`config.mk`:
```
export PLATFORM = sky130hd
export DESIGN_NAME = fkid_queue
export DESIGN_NICKNAME = d
export VERILOG_FILES = /design/src/hw/rtl/fkid_pkg.sv /design/src/hw/rtl/fkid_queue.sv
export SDC_FILE = /design/constraint.sdc
export NUM_CORES = 1
export LEC_CHECK = 0
export ABC_AREA = 1
export BUFFER_PORTS_ARGS = -buffer_cell sky130_fd_sc_hd__buf_4
export CAP_MARGIN = 30
export CORE_ASPECT_RATIO = 0.9
export CORE_UTILIZATION = 47
export DETAILED_ROUTE_END_ITERATION = 8
export PLACE_DENSITY = 0.78
export SLEW_MARGIN = 10
export SYNTH_ARGS = -nofsm -noshare
export SYNTH_HDL_FRONTEND = slang
export SYNTH_SLANG_ARGS = --single-unit
```
`constraint.sdc`:
```
create_clock -name clk -period 8.3 [get_ports clk]
set_clock_uncertainty 0.05 [all_clocks]
set_input_delay 1.66 -clock clk [delete_from_list [all_inputs] [get_ports clk]]
set_output_delay 1.66 -clock clk [all_outputs]
set_load 0.005 [all_outputs]
```
`src/hw/rtl/fkid_pkg.sv`:
```
// Package for the face key to id table: sizes, codes, transaction types and helpers.
// Used by every module of the block but fkid_ram; depends on nothing else.
package fkid_pkg;

  // Table geometry. BUCKETS must be a power of two.
  localparam int BUCKETS     = 1024;
  localparam int WAYS        = 4;
  localparam int VERTEX_BITS = 32;
  localparam int DOF_BITS    = 16;

  localparam int BKT_W       = (BUCKETS > 1) ? $clog2(BUCKETS) : 1;
  localparam int FILL_W      = $clog2(WAYS + 1);
  localparam int ID_W        = 13;
  localparam int ID_LIMIT    = 8192;
  localparam int CNT_W       = 14;
  localparam int QUEUE_DEPTH = 2;
  localparam int QPTR_W      = (QUEUE_DEPTH > 1) ? $clog2(QUEUE_DEPTH) : 1;
  localparam int QCNT_W      = $clog2(QUEUE_DEPTH + 1);

  // Request opcodes.
  localparam logic [1:0] OP_INSERT = 2'd0;
  localparam logic [1:0] OP_LOOKUP = 2'd1;
  localparam logic [1:0] OP_CLEAR  = 2'd2;

  // Result status codes.
  typedef enum logic [2:0] {
    ST_FOUND     = 3'd0,
    ST_INSERTED  = 3'd1,
    ST_NOT_FOUND = 3'd2,
    ST_FULL      = 3'd3,
    ST_CLEARED   = 3'd4
  } status_t;

  typedef logic [VERTEX_BITS-1:0] vertex_t;
  typedef vertex_t [3:0] key_t;

  typedef struct packed {
    logic [1:0]          opcode;
    logic                is_quad;
    vertex_t             vertex_a;
    vertex_t             vertex_b;
    vertex_t             vertex_c;
    vertex_t             vertex_d;
    logic [DOF_BITS-1:0] dof_number;
  } req_t;

  typedef struct packed {
    logic [ID_W-1:0] face_id;
    logic [2:0]      status;
  } rsp_t;

  // Work class decided by the front part.
  typedef enum logic [1:0] {
    CMD_INSERT,
    CMD_LOOKUP,
    CMD_CLEAR
  } cmd_kind_t;

  typedef struct packed {
    cmd_kind_t           kind;
    logic                is_quad;
    key_t                verts;
    logic [DOF_BITS-1:0] dof;
    logic [BKT_W-1:0]    bucket;
  } cmd_t;

  // One way of a bucket; triangle entries leave the fourth vertex at zero.
  typedef struct packed {
    key_t                verts;
    logic [DOF_BITS-1:0] dof;
    logic [ID_W-1:0]     id;
  } entry_t;

  typedef entry_t [WAYS-1:0] row_t;
  localparam int ROW_W = $bits(row_t);

  typedef enum logic [1:0] {
    BK_CLEAR,
    BK_IDLE,
    BK_READ,
    BK_REPORT
  } back_state_t;

  // Puts the vertices in ascending order; a triangle key has its fourth vertex zeroed.
  function automatic key_t sort_key(input key_t v, input logic quad);
    key_t    s;
    vertex_t t;
    s = v;
    if (quad) begin
      if (s[0] > s[1]) begin t = s[0]; s[0] = s[1]; s[1] = t; end
      if (s[2] > s[3]) begin t = s[2]; s[2] = s[3]; s[3] = t; end
      if (s[0] > s[2]) begin t = s[0]; s[0] = s[2]; s[2] = t; end
      if (s[1] > s[3]) begin t = s[1]; s[1] = s[3]; s[3] = t; end
      if (s[1] > s[2]) begin t = s[1]; s[1] = s[2]; s[2] = t; end
    end else begin
      s[3] = '0;
      if (s[0] > s[1]) begin t = s[0]; s[0] = s[1]; s[1] = t; end
      if (s[1] > s[2]) begin t = s[1]; s[1] = s[2]; s[2] = t; end
      if (s[0] > s[1]) begin t = s[0]; s[0] = s[1]; s[1] = t; end
    end
    return s;
  endfunction

  // XOR fold of the sorted key and the dof number down to a bucket number.
  function automatic logic [BKT_W-1:0] hash_bucket(input key_t v, input logic quad,
                                                   input logic [DOF_BITS-1:0] dof);
    logic [63:0] x;
    x = 64'(dof) ^ 64'(v[0]) ^ 64'(v[1]) ^ 64'(v[2]);
    if (quad) begin
      x = x ^ 64'(v[3]);
    end
    x = x ^ (x >> 32);
    x = x ^ (x >> 16);
    return x[BKT_W-1:0];
  endfunction

endpackage

```
`src/hw/rtl/fkid_queue.sv`:
```
// Short command queue between the front and back parts of the face key table.
// Depends on fkid_pkg.
module fkid_queue (
  input  logic           clk,
  input  logic           rst,
  input  logic           push,
  input  fkid_pkg::cmd_t push_data,
  output logic           full,
  input  logic           pop,
  output fkid_pkg::cmd_t pop_data,
  output logic           not_empty
);
  import fkid_pkg::*;

  cmd_t              slots [QUEUE_DEPTH];
  logic [QPTR_W-1:0] wr_ptr;
  logic [QPTR_W-1:0] rd_ptr;
  logic [QCNT_W-1:0] count;

  assign full      = (count == QCNT_W'(QUEUE_DEPTH));
  assign not_empty = (count != '0);
  assign pop_data  = slots[rd_ptr];

  // Pointer and occupancy bookkeeping.
  always_ff @(posedge clk) begin
    if (rst) begin
      wr_ptr <= '0;
      rd_ptr <= '0;
      count  <= '0;
    end else begin
      if (push) begin
        wr_ptr <= (wr_ptr == QPTR_W'(QUEUE_DEPTH - 1)) ? '0 : wr_ptr + 1'b1;
      end
      if (pop) begin
        rd_ptr <= (rd_ptr == QPTR_W'(QUEUE_DEPTH - 1)) ? '0 : rd_ptr + 1'b1;
      end
      count <= count + QCNT_W'(push) - QCNT_W'(pop);
    end
  end

  // Payload slots need no reset.
  always_ff @(posedge clk) begin
    if (push) begin
      slots[wr_ptr] <= push_data;
    end
  end

endmodule

```
==> impl_results.rst <==
.. list-table::
   :header-rows: 1

   * - Metric
     - Value
   * - Status
     - finished clean
   * - Worst-margin pin slew
     - approximately 0.95 ns
   * - Area of the multi-input gates
     - around 1900 um2
   * - Worst Setup End Kind
     - output port
   * - Number of warning messages in the yosys log
     - 0
   * - Clock sink count
     - between 300 and 400
   * - Diode count
     - 0
   * - Max-capacitance violation count
     - 0
   * - Via count of the first global-routing pass
     - around 6100
   * - Most common cell after layout, fill and taps aside
     - buf_4
   * - Cell Area, Placed
     - about 14000 um2
   * - Critical Path Fanout Max
     - between 60 and 70
   * - Number of standard-cell rows in the floorplan
     - 54
   * - Num CTS Buffers
     - 34
   * - Starting density of the core
     - a little under half
   * - Commonest cells after routing, fill and taps aside
     - buf_4, edfxtp_1, mux2_2, clkbuf_16, clkbuf_1
   * - First-pass GRT wire length
     - between 30000 and 40000 um
   * - Critical R2R Launch
     - wr_ptr
   * - Core Footprint
     - 24300 um2
   * - Number of nets in the layout
     - 1028
   * - I/O pin total
     - between 300 and 400
   * - P&R area growth vs syn
     - 33.2%
   * - Cell depth of the worst min-delay path
     - 2
   * - Count of buffers inserted at the top-level ports
     - between 300 and 400
   * - Routed WL per cell
     - approximately 19 um
   * - Total power of the final layout
     - around 3800 uW
   * - Setup-failing EPs final
     - 0
   * - Kind of path behind the tightest hold check
     - reg2reg
   * - Final cell utilization of the core
     - between 60% and 70%
   * - Total congestion overflow after global routing
     - 0
   * - Data required time at the worst endpoint
     - roughly 6.6 ns
   * - # DRC
     - 0
   * - Sequential element share of the synthesized area
     - a little over 80%
   * - Min Tclk post-route
     - 4.48 ns
   * - Fmax
     - 223 MHz
   * - Post_cts resized
     - 0
   * - Number of max-slew violations in the final report
     - 0
   * - Seq. cell area
     - between 9000 and 10000 um2
   * - Height of the chip
     - approximately 150 um
   * - Worst slew slack as a fraction of its limit
     - between 30 and 40%
   * - Post-CTS setup repair buffer count
     - 0
   * - Hold Vio Cnt, Final
     - 0
   * - Die Wd
     - 168 um
   * - Gp weighted congestion
     - about 0.71
   * - Cells after Synth
     - around 520
   * - Antenna violations before repair
     - 0
   * - Category of the worst setup path launch point
     - flip-flop
   * - Router iterations before antenna repair
     - 4
   * - Library cells used by synthesis
     - 14
   * - Total half-perimeter wirelength after legalization and detailed placement
     - 14700 um
   * - Standby leakage power
     - 0.00580 uW
   * - Post-CTS Hold Buffers
     - 0
   * - Post-route design area
     - between 15000 and 20000 um2
   * - Clock-pin transition on the worst setup and hold timing paths
     - approximately 0.060 ns
   * - Iter 0 DRT Violations
     - 306
   * - Combined global-route utilization of all metal layers
     - between 10% and 20%
   * - Number of nets still failing antenna checks after routing
     - 0
   * - Total of flip-flops plus latches after synthesis
     - roughly 320
   * - Portion of the clock cycle consumed by the worst path in the final layout
     - about 54%
   * - CTS H-tree depth
     - 2
   * - Via count of the routed design
     - around 5900
   * - Worst hold start
     - rd_ptr
   * - Sum Neg Setup Slack
     - 0 ns
   * - Routed vias/inst
     - 4.96
   * - Pin count of the biggest net entering global routing
     - slightly above 100
   * - Worst skew pair latency
     - around 0.5 ns
   * - Total standard cell area after synthesis
     - between 10000 and 15000 um2
   * - Die area
     - approximately 25000 um2
   * - Arrival time reported for the critical path endpoint
     - between 2 and 3 ns
   * - Maximum number of buffers from clock root to sink
     - 3
   * - FILL cells
     - between 1500 and 2000
   * - Worst IR Drop VDD
     - between 200 and 250 uV
   * - R2r worst-path depth
     - 4
   * - Share of final-layout standard cells stronger than drive strength 1
     - between 50% and 60%
   * - Avg Inst Size Synth
     - 22.3 um2
   * - CTS tree
     - yes
   * - Net count after synthesis
     - around 700
   * - Power per cell area
     - around 240 nW/um2
   * - Unrepaired setup endpoints after global routing
     - false
   * - CTS Root Buffer Type
     - clkbuf_16
   * - Final routed wirelength across all metal layers
     - 22600 um
   * - Worst Path Class, Setup
     - reg2out
[worst max-delay path, cell delays in order (launching register included)]
cell and delay, ns:
dfxtp_4 0.76, buf_4 0.82, mux2_2 0.46, buf_4 0.14
[report_power, final]
group / switching, uW / total, uW / internal (uW)
Combinational: 161 / 391 / 229
Clock: 576 / 1480 / 907
Sequential: 27.0 / 1890 / 1870
Total: 765 / 3770 / 3000
[per-stage QoR]
stage / setup slack (ns) / instances / hold WS, ns
2_1_floorplan: 2.05 / 519 / 0.430
3_3_place_gp: 4.30 / 1134 / 0.445
3_5_place_dp: 4.29 / 1134 / 0.448
4_1_cts: 3.78 / 1196 / 0.469
5_1_grt: 3.66 / 1199 / 0.531
6_report: 3.82 / 1199 / 0.467
[flip-flops by register name, summed over array words and instances, names as in the netlist, named ones only]
name and count:
slots 314, count 2, rd_ptr 1, wr_ptr 1
[cell type report]
class / instances / area share [%]
clock buffers: 47 / 6.24
clock inverters: 15 / 0.972
inverters: 8 / 0.227
multi-input cells: 175 / 12.1
flip-flops and latches: 319 / 61.7
well taps: 308 / 2.50
repair buffers: 327 / 16.2
[synthesized netlist by cell type (all sizes together)]
cell type	n	area, um2
a21oi	1	5.00
buf	17	171
dfxtp	5	100
edfxtp	314	9430
ha	2	25.0
inv	8	30.0
mux2	157	1770
nand2	5	18.8
nand3	1	5.00
nor2	7	26.3
nor3	1	5.00
xnor2	1	8.76
[cells by family after synthesis]
family,Yosys count,synth area share (%)
xor gates and xnor gates,1,0.0756
buffers and inverters,25,1.74
adders and majority gates,2,0.216
muxes,157,15.3
and+or+nand+nor,14,0.475
DFF,319,82.2
AOI/OAI and AO/OA,1,0.0431
[final timing paths]
kind / slack, ns / endpoint
max: 3.82 / pop_data[34]
min: 0.47 / rd_ptr
max reg2reg: 5.97 / slots[1][133]
min reg2reg: 0.47 / rd_ptr
[metal layers]
layer / global-route usage (%) / vias to the layer above / routed length (um)
met5: 0 / - / 0
met4: 6.38 / 0 / 587
met3: 6.61 / 49 / 2080
met2: 28.7 / 242 / 11300
met1: 20.1 / 2913 / 8670
li1: - / 2745 / -
No activity file was read; power rests on OpenSTA's default activity.
